File: src/sv/pcsd_pkg.sv
// ----------------------------------------------------------------------------
// pcsd_pkg
// Shared types and constants of the path corner slowdown detector.
// ----------------------------------------------------------------------------
package pcsd_pkg;

  // configuration register indexes
  localparam int unsigned CFG_IDX_W     = 1;
  localparam logic [CFG_IDX_W-1:0] CFG_COS_THR   = 1'b0;
  localparam logic [CFG_IDX_W-1:0] CFG_DEF_SPEED = 1'b1;

  localparam int unsigned THR_W     = 16;  // Q2.14 cosine threshold
  localparam int unsigned CM2_W     = 32;  // square of the threshold magnitude
  localparam int unsigned DIGIT_W   = 16;  // multiplier digit per cycle
  localparam int unsigned LHS_SHIFT = 28;  // (|dot| << 14)^2 = |dot|^2 << 28

  // control part of one queued job
  typedef struct packed {
    logic test;       // middle point gets the corner test
    logic emit_mid;   // a result for the middle point is due
    logic emit_last;  // a result for the segment's last point is due
    logic mid_ov;     // middle point carries an override
    logic last_ov;    // last point carries an override
  } pcsd_job_ctl_t;

  localparam int unsigned JOB_CTL_W = $bits(pcsd_job_ctl_t);

endpackage

File: src/sv/pcsd_front.sv
// ----------------------------------------------------------------------------
// pcsd_front
// Segment tracking: keeps the last two points and turns each accepted point
// into a job for the back end, but a segment's first unless it is its last.
// ----------------------------------------------------------------------------
module pcsd_front import pcsd_pkg::*; #(
  parameter int unsigned COORD_WIDTH = 20,
  parameter int unsigned SPEED_WIDTH = 32
) (
  input  logic                          clk_i,
  input  logic                          rst_ni,
  input  logic                          in_valid_i,
  output logic                          in_ready_o,
  input  logic signed [COORD_WIDTH-1:0] x_pos_i,
  input  logic signed [COORD_WIDTH-1:0] y_pos_i,
  input  logic signed [COORD_WIDTH-1:0] z_pos_i,
  input  logic                          is_mark_i,
  input  logic                          seg_end_i,
  input  logic                          has_override_i,
  input  logic [SPEED_WIDTH-1:0]        speed_in_i,
  output logic                          push_o,
  input  logic                          q_ready_i,
  output pcsd_job_ctl_t                 job_ctl_o,
  output logic [9*COORD_WIDTH-1:0]      job_pts_o,
  output logic [2*SPEED_WIDTH-1:0]      job_spd_o
);

  localparam int unsigned PT_W = 3 * COORD_WIDTH;

  localparam logic [1:0] SEEN_NONE = 2'd0;
  localparam logic [1:0] SEEN_MANY = 2'd2;

  logic [PT_W-1:0]        older_q, middle_q, point;
  logic [SPEED_WIDTH-1:0] mid_spd_q, spd_eff;
  logic                   mid_ov_q, mark_q;
  logic [1:0]             seen_q;
  logic                   accept;

  assign point      = {x_pos_i, y_pos_i, z_pos_i};
  assign spd_eff    = has_override_i ? speed_in_i : '0;
  assign in_ready_o = q_ready_i;
  assign accept     = in_valid_i & q_ready_i;
  assign push_o     = accept & ((seen_q != SEEN_NONE) | seg_end_i);

  always_comb begin
    job_ctl_o.test      = (seen_q == SEEN_MANY) & mark_q;
    job_ctl_o.emit_mid  = (seen_q != SEEN_NONE);
    job_ctl_o.emit_last = seg_end_i;
    job_ctl_o.mid_ov    = mid_ov_q;
    job_ctl_o.last_ov   = has_override_i;
  end

  assign job_pts_o = {older_q, middle_q, point};
  assign job_spd_o = {mid_spd_q, spd_eff};

  always_ff @(posedge clk_i or negedge rst_ni) begin
    if (!rst_ni) begin
      older_q   <= '0;
      middle_q  <= '0;
      mid_spd_q <= '0;
      mid_ov_q  <= 1'b0;
      mark_q    <= 1'b0;
      seen_q    <= SEEN_NONE;
    end else if (accept) begin
      // the first point of a segment decides its type
      if (seen_q == SEEN_NONE) begin
        mark_q <= is_mark_i;
      end
      older_q   <= middle_q;
      middle_q  <= point;
      mid_spd_q <= spd_eff;
      mid_ov_q  <= has_override_i;
      if (seg_end_i) begin
        seen_q <= SEEN_NONE;
      end else if (seen_q != SEEN_MANY) begin
        seen_q <= seen_q + 2'd1;
      end
    end
  end

endmodule

File: config.mk
export PLATFORM = sky130hd
export DESIGN_NAME = pcsd_front
export DESIGN_NICKNAME = d
export VERILOG_FILES = /design/src/sv/pcsd_pkg.sv /design/src/sv/pcsd_front.sv
export SDC_FILE = /design/constraint.sdc
export NUM_CORES = 1
export LEC_CHECK = 0
export BUFFER_PORTS_ARGS = -buffer_cell sky130_fd_sc_hd__buf_4
export CORE_ASPECT_RATIO = 0.7
export CORE_MARGIN = 3
export CORE_UTILIZATION = 40
export CTS_CLUSTER_SIZE = 40
export DETAILED_ROUTE_END_ITERATION = 8
export GPL_TIMING_DRIVEN = 0
export PLACE_DENSITY_LB_ADDON = 0.2
export SLEW_MARGIN = 20
export SYNTH_ARGS = -nofsm -noshare
export SYNTH_HDL_FRONTEND = slang
export SYNTH_SLANG_ARGS = --single-unit
File: constraint.sdc
create_clock -name clk_i -period 2.8 [get_ports clk_i]
set_input_delay 0.7 -clock clk_i [delete_from_list [all_inputs] [get_ports clk_i]]
set_output_delay 0.7 -clock clk_i [all_outputs]
set_load 0.02 [all_outputs]
=== Yosys cells after proc, flatten, opt, wreduce, memory -nomap -nowiden ===
Cells that the tools add are included.

* Reductions and logical operators: 5
* Add/sub/neg operators: 1
* Equal/unequal tests: 2
* Bitwise operators: 4
* Muxes and demuxes: 3

{| class="wikitable"
|+ Operator list
! cell !! count
|-
| $mux 32 || 1
|-
| $mux 2 || 2
|-
| $reduce_and 2->1 || 2
|-
| $reduce_bool 2->1 || 2
|-
| $and 1x1->1 || 3
|-
| $add 2x1->2 const B || 1
|-
| $eq 2x2->1 const B || 1
|-
| $logic_not 2->1 || 1
|-
| $ne 2x2->1 const B || 1
|-
| $or 1x1->1 || 1
|}

* Bits in registers: 156
* Input bits: 99
* Output and inout bits: 251
* Word-level logic and storage cells: 21

=== Logic depth before layout (Yosys ltp) ===
Gate-level depths: netlist of the first run.

* Depth after elaboration: 3
* Gate-level depth with buffers: 5
* Gate-level depth less buffers: 5

=== Worst setup path after synthesis of the first run ===
No wires, ideal clock.

* Path type: input-to-output
* From: in in_valid_i
* To: out push_o
* Data arrival time: 1.380 ns
* Required time: 2.100 ns
* Slack: 0.720 ns
* Cell stages on the path: 4
* Path buffers: 2
* Path through: nand2_2 buf_6 buf_6 a21oi_1

* Word-level cells in the longest chain between the ends: 2

{| class="wikitable"
|+ Ends and longest elaborated chain
! item !! RTL line !! source
|-
| start, declared || pcsd_front.sv:12 || <nowiki>input logic in_valid_i,</nowiki>
|-
| $and 1x1->1 || pcsd_front.sv:42 || <nowiki>assign accept = in_valid_i & q_ready_i;</nowiki>
|-
| $and 1x1->1 || pcsd_front.sv:43 || <nowiki>assign push_o = accept & ((seen_q != SEEN_NONE) | seg_end_i);</nowiki>
|-
| end, declared || pcsd_front.sv:21 || <nowiki>output logic push_o,</nowiki>
|}

No other way between the ends.

=== Final worst setup path of the first run ===
* From: in has_override_i
* To: out job_spd_o[20]

* Word-level cells in the longest chain between the ends: 1

{| class="wikitable"
|+ Ends and longest elaborated chain
! item !! RTL line !! source
|-
| start, declared || pcsd_front.sv:19 || <nowiki>input logic has_override_i,</nowiki>
|-
| $mux 32 || pcsd_front.sv:40 || <nowiki>assign spd_eff = has_override_i ? speed_in_i : '0;</nowiki>
|-
| end, declared || pcsd_front.sv:25 || <nowiki>output logic [2*SPEED_WIDTH-1:0] job_spd_o</nowiki>
|}

No other way between the ends.

==> impl_metrics.json, run 1 <==
{
  "status": "finished clean",
  "dpl.cell_count": 1013,
  "routed_wl_um": 18000,
  "ys_ff_latch": 156,
  "yosysUniqueCellTypes": 16,
  "cts_setup_buffers": 0,
  "cts_root_buf": "clkbuf_16",
  "cts_tree": "built",
  "layout_commonest_cell": "buf_4",
  "antenna_found_initial": 0,
  "cts_buffers": 17,
  "netlist_instances": 443,
  "drive_above_1_share_pct": 74.9,
  "coreArea_um2": 15800,
  "fill_cells": 1202,
  "fin_crit_sh_pct": 80.9,
  "synth_top_area_share_pct": 59.1,
  "clock_path_buffers": 2,
  "stdcell_count": 1044,
  "vias": 4673,
  "drv_cap": 0,
  "ant_nets": 0,
  "p_int_mw": 5.48,
  "drv_slew": 0,
  "htreeDepth": 4,
  "yosysWarnings": 0,
  "min_period_ns": 2.27,
  "cp-end-kind": "primary output",
  "rows": 38,
  "grt_pass1_vias": 4984,
  "min_path_type": "input port to asynchronous set/reset pin",
  "synth_area_per_cell_um2": 14.9,
  "critPathKind": "input port to primary output",
  "synth_fp_nets": 544,
  "fin_nets": 913,
  "drcViolationCount": 0,
  "dp_slack_ns": 0.525,
  "clk_pin_slew_worst_paths_ns": 0.06,
  "netlist_area_um2": 6610,
  "worst_slew_pin_slew_ns": 0.566,
  "port_buffers": 349,
  "vias_per_cell": 4.48,
  "synth_top_area_cell": "dfrtp_1",
  "power_density_nw_per_um2": 765,
  "p_clk_share_pct": 33.7,
  "rsz0062_at_grt": "false",
  "fin_ws_ns": 0.534,
  "fin_skew_ns": 0.00507,
  "grtUsageTotal_pct": 19.8,
  "cts_hold_buffers": 0,
  "grt_max_degree": 85,
  "die_h_um": 114,
  "worstPathArrival_ns": 1.57,
  "start_kind": "input port",
  "p_sw_share_pct": 29.8,
  "final_hold_viol_count": 0,
  "fin_util_pct": 64.5,
  "finalSetupTns_ns": 0,
  "worstPathMaxFanout": 10,
  "dr.pass1.iters": 4,
  "die_area_um2": 18100,
  "gp_congestion": 0.821,
  "power_switching_mw": 2.33,
  "max-vdd-ir-drop_mv": 0.392,
  "worstPathRequired_ns": 2.10,
  "fin_hold_ws_ns": 0.224,
  "seqPwrFrac_pct": 37.4,
  "yosysSeqAreaShare_pct": 59.1,
  "p_leak_nw": 5.13,
  "routedWlPerCell_um": 17.3,
  "grt_pass1_wl_um": 27800,
  "ys_top_cells_by_area": "dfrtp_1 (59%), mux2_2 (26%), buf_4 (7.3%), and2_1 (3.1%), buf_6 (2.6%)",
  "cts_sinks": 156,
  "initial_utilization_pct": 41.7,
  "num_io_pins": 350,
  "grt-ovfl-total": 0,
  "areaGrowthSynthToFinish_pct": 54.6,
  "pwr-share-comb_pct": 28.8,
  "cts_resized": 0,
  "hpwl_um": 14100,
  "die_x_um": 160,
  "antennaDiodeCount": 0,
  "layout_common_cells": "buf_4 (412), dfrtp_1 (156), mux2_2 (154)",
  "setup_violations": 0,
  "clock_latency_ns": 0.42,
  "drtIter0Drc": 167,
  "clock.fmax_mhz": 441,
  "slew_headroom_pct": 62.3
}
==> worst max-delay path, stage by stage <==
cell and delay (ns):
buf_4 0.13, clkbuf_1 0.33, and2_1 0.24, buf_4 0.16
==> per-stage QoR <==
step	instance area (µm²)	total power [mW]
after floorplan	6610	4.10
after global placement	9500	5.18
final	10200	7.81
after detailed placement	9540	5.25
after global routing	10200	8.16
after CTS	10200	7.91
==> cells in the mapped netlist <==
cell,number
a21oi_1,1
and2_1,33
buf_2,2
buf_4,64
buf_6,15
clkbuf_1,3
dfrtp_1,156
ha_1,2
inv_1,5
mux2_2,154
nand2_2,1
nand3_1,1
nor2b_1,1
o21ai_0,2
o21ai_1,2
or3_1,1
==> path summary, 6_finish.rpt <==
path	end	slack, ns	start	cells past startpoint
setup reg to reg	seen_q[0]	1.56	seen_q[0]	4
min in group clk_i	seen_q[0]	0.48	seen_q[0]	1
setup / recovery	job_spd_o[20]	0.53	has_override_i	4
max in group asynchronous	older_q[21]	1.78	rst_ni	2
hold / removal	older_q[32]	0.22	rst_ni	1
hold reg to reg	seen_q[0]	0.48	seen_q[0]	1
==> cell type report <==
class / count / area (µm²) / area share, %
flip-flops and latches: 156 / 3900 / 38.2
repair buffers: 350 / 2660 / 26.0
multi-input cells: 198 / 2010 / 19.7
plain buffers: 84 / 671 / 6.56
clock buffers: 18 / 439 / 4.30
well taps: 220 / 275 / 2.69
clock inverters: 13 / 239 / 2.34
inverters: 5 / 18.8 / 0.184
==> metal layers <==
| layer | global-route usage (%) | wire length (µm) | up-vias |
|---|---|---|---|
| met5 | 0 | 0 | - |
| met1 | 23.0 | 7010 | 2286 |
| met2 | 34.9 | 9420 | 189 |
| met4 | 5.25 | 139 | 0 |
| li1 | - | - | 2188 |
| met3 | 7.44 | 1450 | 10 |
==> sequential cells by signal, summed over array words and instances, names as in the netlist <==
signal     count
mark_q         1
seen_q         2
older_q       60
middle_q      60
mid_spd_q     32
mid_ov_q       1
==> logic make-up after synthesis <==
group                    synth area share (%)
flip-flops                               59.1
multiplexers                             26.2
buffers and inverters                    10.4
AND/OR/NAND/NOR                          3.48
AO/OA/AOI/OAI                           0.379
adder cells (fa/ha/maj)                 0.379
==> power by group through the flow <==
| stage | Sequential, mW | Clock, mW | Combinational [mW] |
|---|---|---|---|
| 2_1_floorplan | 3.42 | 0 | 0.682 |
| 3_3_place_gp | 2.93 | 0 | 2.25 |
| 3_5_place_dp | 2.96 | 0 | 2.29 |
| 4_1_cts | 2.93 | 2.69 | 2.29 |
| 5_1_grt | 2.98 | 2.80 | 2.38 |
| 6_report | 2.92 | 2.63 | 2.25 |
(Power assumes the default switching activity.)
==> run 2: changes to the inputs <==
--- a/config.mk
+++ b/config.mk
@@ -5,6 +5,7 @@
 export SDC_FILE = /design/constraint.sdc
 export NUM_CORES = 1
 export LEC_CHECK = 0
+export ABC_AREA = 1
 export BUFFER_PORTS_ARGS = -buffer_cell sky130_fd_sc_hd__buf_4
 export CORE_ASPECT_RATIO = 0.7
 export CORE_MARGIN = 3
==> constraint.sdc (replaced) <==
create_clock -name clk_i -period 1.9 [get_ports clk_i]
set_input_delay 0.475 -clock clk_i [delete_from_list [all_inputs] [get_ports clk_i]]
set_output_delay 0.475 -clock clk_i [all_outputs]
set_load 0.02 [all_outputs]
==> impl_metrics.json, run 2 <==
{
  "yosysSeqAreaShare_pct": 59.2,
  "initial_utilization_pct": 41.7,
  "num_io_pins": 350,
  "netlist_area_um2": 6600,
  "grt_max_degree": 86,
  "synth_top_area_share_pct": 59.2,
  "antennaDiodeCount": 0,
  "multiInputGateArea_um2": 1760,
  "worstPathRequired_ns": 1.42,
  "yosysWarnings": 0,
  "critPathKind": "input port to primary output",
  "power_density_nw_per_um2": 1010,
  "routedWlPerCell_um": 15.0,
  "cp-end-kind": "primary output",
  "drive_above_1_share_pct": 42.2,
  "power.total_mw": 10.2,
  "finalSetupTns_ns": 0,
  "critical_path.top_delay_family": "buffers and inverters",
  "htreeDepth": 4,
  "grt-ovfl-total": 0,
  "worstPathArrival_ns": 1.38,
  "synth_fp_nets": 854,
  "cts_root_buf": "clkbuf_16",
  "async_reset_ff_share_pct": 100,
  "synth_edf_count": 0,
  "synth_top_area_cell": "dfrtp_1",
  "timing.rr.end": "seen_q[1]",
  "slowest_delay_ns": 0.24,
  "cts_hold_buffers": 0,
  "synthTopCellsByCount": "nand2_1 (355), dfrtp_1 (156), buf_4 (65)",
  "worst_slew_pin_slew_ns": 0.562,
  "areaGrowthSynthToFinish_pct": 53.3,
  "cts_setup_buffers": 0,
  "fin_nets": 1222,
  "final_hold_viol_count": 0,
  "rsz0062_at_grt": "false",
  "rrSetupSlack_ns": 0.83,
  "status": "finished clean",
  "r2r_cells": 6,
  "final-seq-area_um2": 3900,
  "worstPathMaxFanout": 10,
  "fill_cells": 1385,
  "yosysUniqueCellTypes": 15,
  "fin_crit_sh_pct": 97.6,
  "reg.largest.list": "middle_q (60), older_q (60), mid_spd_q (32)",
  "vias_per_cell": 4.47,
  "min_period_ns": 1.86,
  "clock_path_buffers": 2,
  "antenna_found_initial": 0,
  "ys.flop_type": "dfrtp_1",
  "ys_ff_latch": 156,
  "die_h_um": 113,
  "rows": 38,
  "clk_pin_slew_worst_paths_ns": 0.07,
  "coreArea_um2": 15800,
  "cts_buffers": 17,
  "crit_chain": "buf_4 -> nand2_4 -> buf_6 -> buf_2 -> a21oi_1 -> buf_4",
  "ys_top_cells_by_area": "dfrtp_1 (59%), nand2_1 (20%), buf_4 (7.4%), o21ai_0 (4.8%), inv_1 (3.3%)",
  "max-vdd-ir-drop_mv": 0.570,
  "synth.most_common_cell": "nand2_1",
  "cts_tree": "built",
  "layout_common_cells": "buf_4 (412), nand2_1 (355), dfrtp_1 (156)",
  "cts_sinks": 156,
  "p_leak_nw": 5.85,
  "grtUsageTotal_pct": 21.9,
  "drv_cap": 0,
  "min_path_type": "input port to asynchronous set/reset pin",
  "routed_wl_um": 20300,
  "fin_util_pct": 63.8,
  "worst-path-buf-inv": 4,
  "ant_nets": 0,
  "clock.fmax_mhz": 539,
  "drcViolationCount": 0,
  "hpwl_um": 15600,
  "port_buffers": 348,
  "gp_congestion": 0.797,
  "grt_pass1_wl_um": 31700,
  "drtIter0Drc": 366,
  "vias": 6054,
  "grt_pass1_vias": 5894,
  "slew_headroom_pct": 62.5,
  "reg2reg_from": "seen_q[0]",
  "crit_path_frequent_cell": "buf_4",
  "drv_slew": 0,
  "slowest_stage": "buf_2",
  "fin_skew_ns": 0.00780,
  "dr.pass1.iters": 6,
  "die_area_um2": 18100,
  "die_x_um": 159,
  "netlist_instances": 753,
  "layout_commonest_cell": "buf_4",
  "synth_area_per_cell_um2": 8.76,
  "start_kind": "input port",
  "clock_latency_ns": 0.41,
  "setup_violations": 0
}
==> run 2: cell type report <==
| type | count | area share, % |
|---|---|---|
| plain buffers | 101 | 6.98 |
| repair buffers | 349 | 26.2 |
| clock buffers | 19 | 4.38 |
| flip-flops and latches | 156 | 38.6 |
| well taps | 220 | 2.72 |
| clock inverters | 13 | 1.44 |
| multi-input cells | 437 | 17.5 |
| inverters | 59 | 2.22 |
==> run 2: how the worst max path moves through the flow <==
stage | from | to | slack, ns | depth (start not counted)
floorplan | in_valid_i | push_o | 0.25 | 4
global placement | rst_ni | middle_q[43] | -0.46 | 1
detailed placement | in_valid_i | push_o | 0.03 | 6
CTS | seen_q[0] | push_o | 0.01 | 4
global route | q_ready_i | push_o | 0.002 | 6
finish | in_valid_i | push_o | 0.04 | 6
==> run 2: timing repair <==
| item | 4_1_cts | 5_1_grt |
|---|---|---|
| setup endpoints to repair | 0 | 1 |
| hold endpoints to repair | 0 | 0 |
| gates resized for setup | 0 | 1 |
==> run 2: report_power, final <==
group          leakage (nW)  internal [mW]  switching, mW
Sequential             1.97           3.78          0.294
Clock                 0.292           1.91           1.49
Combinational          3.59           1.16           1.56
==> run 2: cell families after synthesis <==
| family | synth area share, % |
|---|---|
| compound gates | 5.62 |
| fa+ha+maj | 0.379 |
| simple gates | 20.7 |
| buf+inv | 14.1 |
| flops | 59.2 |
==> run 2: stage by stage <==
| step | std cells | hold slack, ns | area [µm²] | setup slack [ns] |
|---|---|---|---|---|
| final | 1354 | 0.00292 | 10100 | 0.0449 |
| after global routing | 1354 | 0.0361 | 10100 | 0.00189 |
| after CTS | 1354 | 0.0234 | 10100 | 0.0136 |
| after detailed placement | 1322 | 0.466 | 9520 | 0.0321 |
| after global placement | 1321 | 0.463 | 9480 | -0.458 |
| after floorplan | 753 | 0.179 | 6600 | 0.247 |
==> run 2: routing by layer <==
layer,vias up,track usage (%),part of all wire (%)
li1,2959,-,-
met1,2846,27.9,42
met2,229,37.0,49
met3,20,6.35,7.6
met4,0,6.36,1.4
met5,-,0,0
==> run 3: changes to the inputs <==
--- a/config.mk
+++ b/config.mk
@@ -7,11 +7,10 @@
 export LEC_CHECK = 0
 export ABC_AREA = 1
 export BUFFER_PORTS_ARGS = -buffer_cell sky130_fd_sc_hd__buf_4
-export CORE_ASPECT_RATIO = 0.7
-export CORE_MARGIN = 3
-export CORE_UTILIZATION = 40
+export CORE_AREA = 3 3 137 139
 export CTS_CLUSTER_SIZE = 40
 export DETAILED_ROUTE_END_ITERATION = 8
+export DIE_AREA = 0 0 140 142
 export GPL_TIMING_DRIVEN = 0
 export PLACE_DENSITY_LB_ADDON = 0.2
 export SLEW_MARGIN = 20
==> impl_metrics.json, run 3 (synthesis results as in run 2) <==
{
  "p_sw_share_pct": 31.9,
  "p_leak_nw": 5.84,
  "die_h_um": 142,
  "seqPwrFrac_pct": 40.0,
  "htreeDepth": 4,
  "slowest_delay_ns": 0.35,
  "cp-end-kind": "primary output",
  "worst_slew_pin_slew_ns": 0.589,
  "min_period_ns": 1.83,
  "die_x_um": 140,
  "min_path_type": "input port to asynchronous set/reset pin",
  "slew_headroom_pct": 60.7,
  "status": "finished clean",
  "drtIter0Drc": 282,
  "cts_sinks": 156,
  "final_hold_viol_count": 0,
  "areaGrowthSynthToFinish_pct": 53.5,
  "routedWlPerCell_um": 15.2,
  "coreArea_um2": 17800,
  "fin_crit_sh_pct": 96.2,
  "cts_buffers": 17,
  "routed_wl_um": 20800,
  "slowest_stage": "dfrtp_1",
  "power_density_nw_per_um2": 1010,
  "drv_cap": 0,
  "start_kind": "register",
  "drive_above_1_share_pct": 42.3,
  "reg.largest.list": "middle_q (60), older_q (60), mid_spd_q (32)",
  "r2r_cells": 5,
  "power.total_mw": 10.2,
  "pwr-share-comb_pct": 27.0,
  "fin_skew_ns": 0.00932,
  "drv_slew": 0,
  "crit_chain": "inv_1 -> ha_2 -> a21oi_2 -> buf_4",
  "cts_tree": "built",
  "fin_nets": 1222,
  "gp_congestion": 0.787,
  "grt_pass1_vias": 5816,
  "clock_path_buffers": 2,
  "clk_pin_slew_worst_paths_ns": 0.07,
  "clock.fmax_mhz": 547,
  "layout_common_cells": "buf_4 (413), nand2_1 (355), dfrtp_1 (156)",
  "worstPathArrival_ns": 1.35,
  "grt-ovfl-total": 0,
  "initial_utilization_pct": 37.1,
  "grt_pass1_wl_um": 32200,
  "timing.rr.end": "mark_q",
  "reg2reg_from": "seen_q[0]",
  "clock_latency_ns": 0.41,
  "power_switching_mw": 3.24,
  "dr.pass1.iters": 6,
  "worstPathRequired_ns": 1.42,
  "drcViolationCount": 0,
  "p_int_mw": 6.93,
  "hpwl_um": 15900,
  "setup_violations": 0,
  "p_clk_share_pct": 33.0,
  "antenna_found_initial": 0,
  "max-vdd-ir-drop_mv": 0.592,
  "layout_commonest_cell": "buf_4",
  "fill_cells": 1719,
  "rows": 49,
  "critPathKind": "register to primary output",
  "ant_nets": 0,
  "grtUsageTotal_pct": 20.5,
  "cts_root_buf": "clkbuf_16",
  "rrSetupSlack_ns": 0.81,
  "vias_per_cell": 4.34,
  "die_area_um2": 19900,
  "num_io_pins": 350,
  "antennaDiodeCount": 0,
  "fin_hold_ws_ns": 0.00333,
  "grt_max_degree": 83,
  "worstPathMaxFanout": 3,
  "vias": 5909,
  "port_buffers": 348
}
run 3: worst max path at each step:
stage | start | endpoint | slack [ns] | cells after the start
after floorplan | in_valid_i | push_o | 0.25 | 4
after global placement | rst_ni | middle_q[48] | -0.51 | 1
after detailed placement | q_ready_i | push_o | 0.003 | 6
after CTS | q_ready_i | push_o | 0.02 | 6
after global routing | seen_q[0] | push_o | -0.005 | 4
final | seen_q[0] | push_o | 0.07 | 4
run 3: area by class of cell:
class	count	area (µm²)	area share (%)
Multi-Input combinational cell	437	1770	17.5
Clock inverter	13	141	1.40
Timing Repair Buffer	350	2660	26.2
Buffer	100	701	6.92
Inverter	59	224	2.21
Tap cell	229	287	2.83
Sequential cell	156	3900	38.6
Clock buffer	19	443	4.38
run 3: power groups by stage:
stage               clock, mW  combinational (mW)  sequential, mW
CTS                      3.42                2.79            4.07
detailed placement          0                2.77            4.12
finish                   3.36                2.75            4.07
floorplan                   0               0.806            4.65
global route             3.58                2.98            4.13
global placement            0                2.74            4.11
run 3: per-stage QoR:
stage	setup WS, ns	cell area [µm²]	utilization, %	TNS, ns	cells
after floorplan	0.247	6600	-	0	753
after global placement	-0.512	9490	53.4	-76.99	1330
after detailed placement	0.00252	9530	53.6	0	1331
after CTS	0.0184	10100	56.9	0	1364
after global routing	-0.00470	10100	56.9	-0.00470	1363
final	0.0722	10100	56.9	0	1363
run 3: worst max-delay path, delay by kind of cell, from the launching register on:
family / cells / cell delay (ns)
AO/OA/AOI/OAI: 1 / 0.15
adder cells (fa/ha/maj): 1 / 0.21
buffers and inverters: 2 / 0.23
flip-flops: 1 / 0.35
run 3: what timing repair did:
action / CTS / global route
setup endpoints to repair: 1 / 1
gates resized for setup: 1 / 1
hold buffers: 0 / 0
setup buffers: 1 / 0
run 3: per-layer routing:
metal	up-vias	track usage [%]	wire, µm
met5	-	0	0
met1	2725	26.0	8480
met4	0	5.92	297
met3	20	6.05	1570
met2	213	34.4	10400
li1	2951	-	-
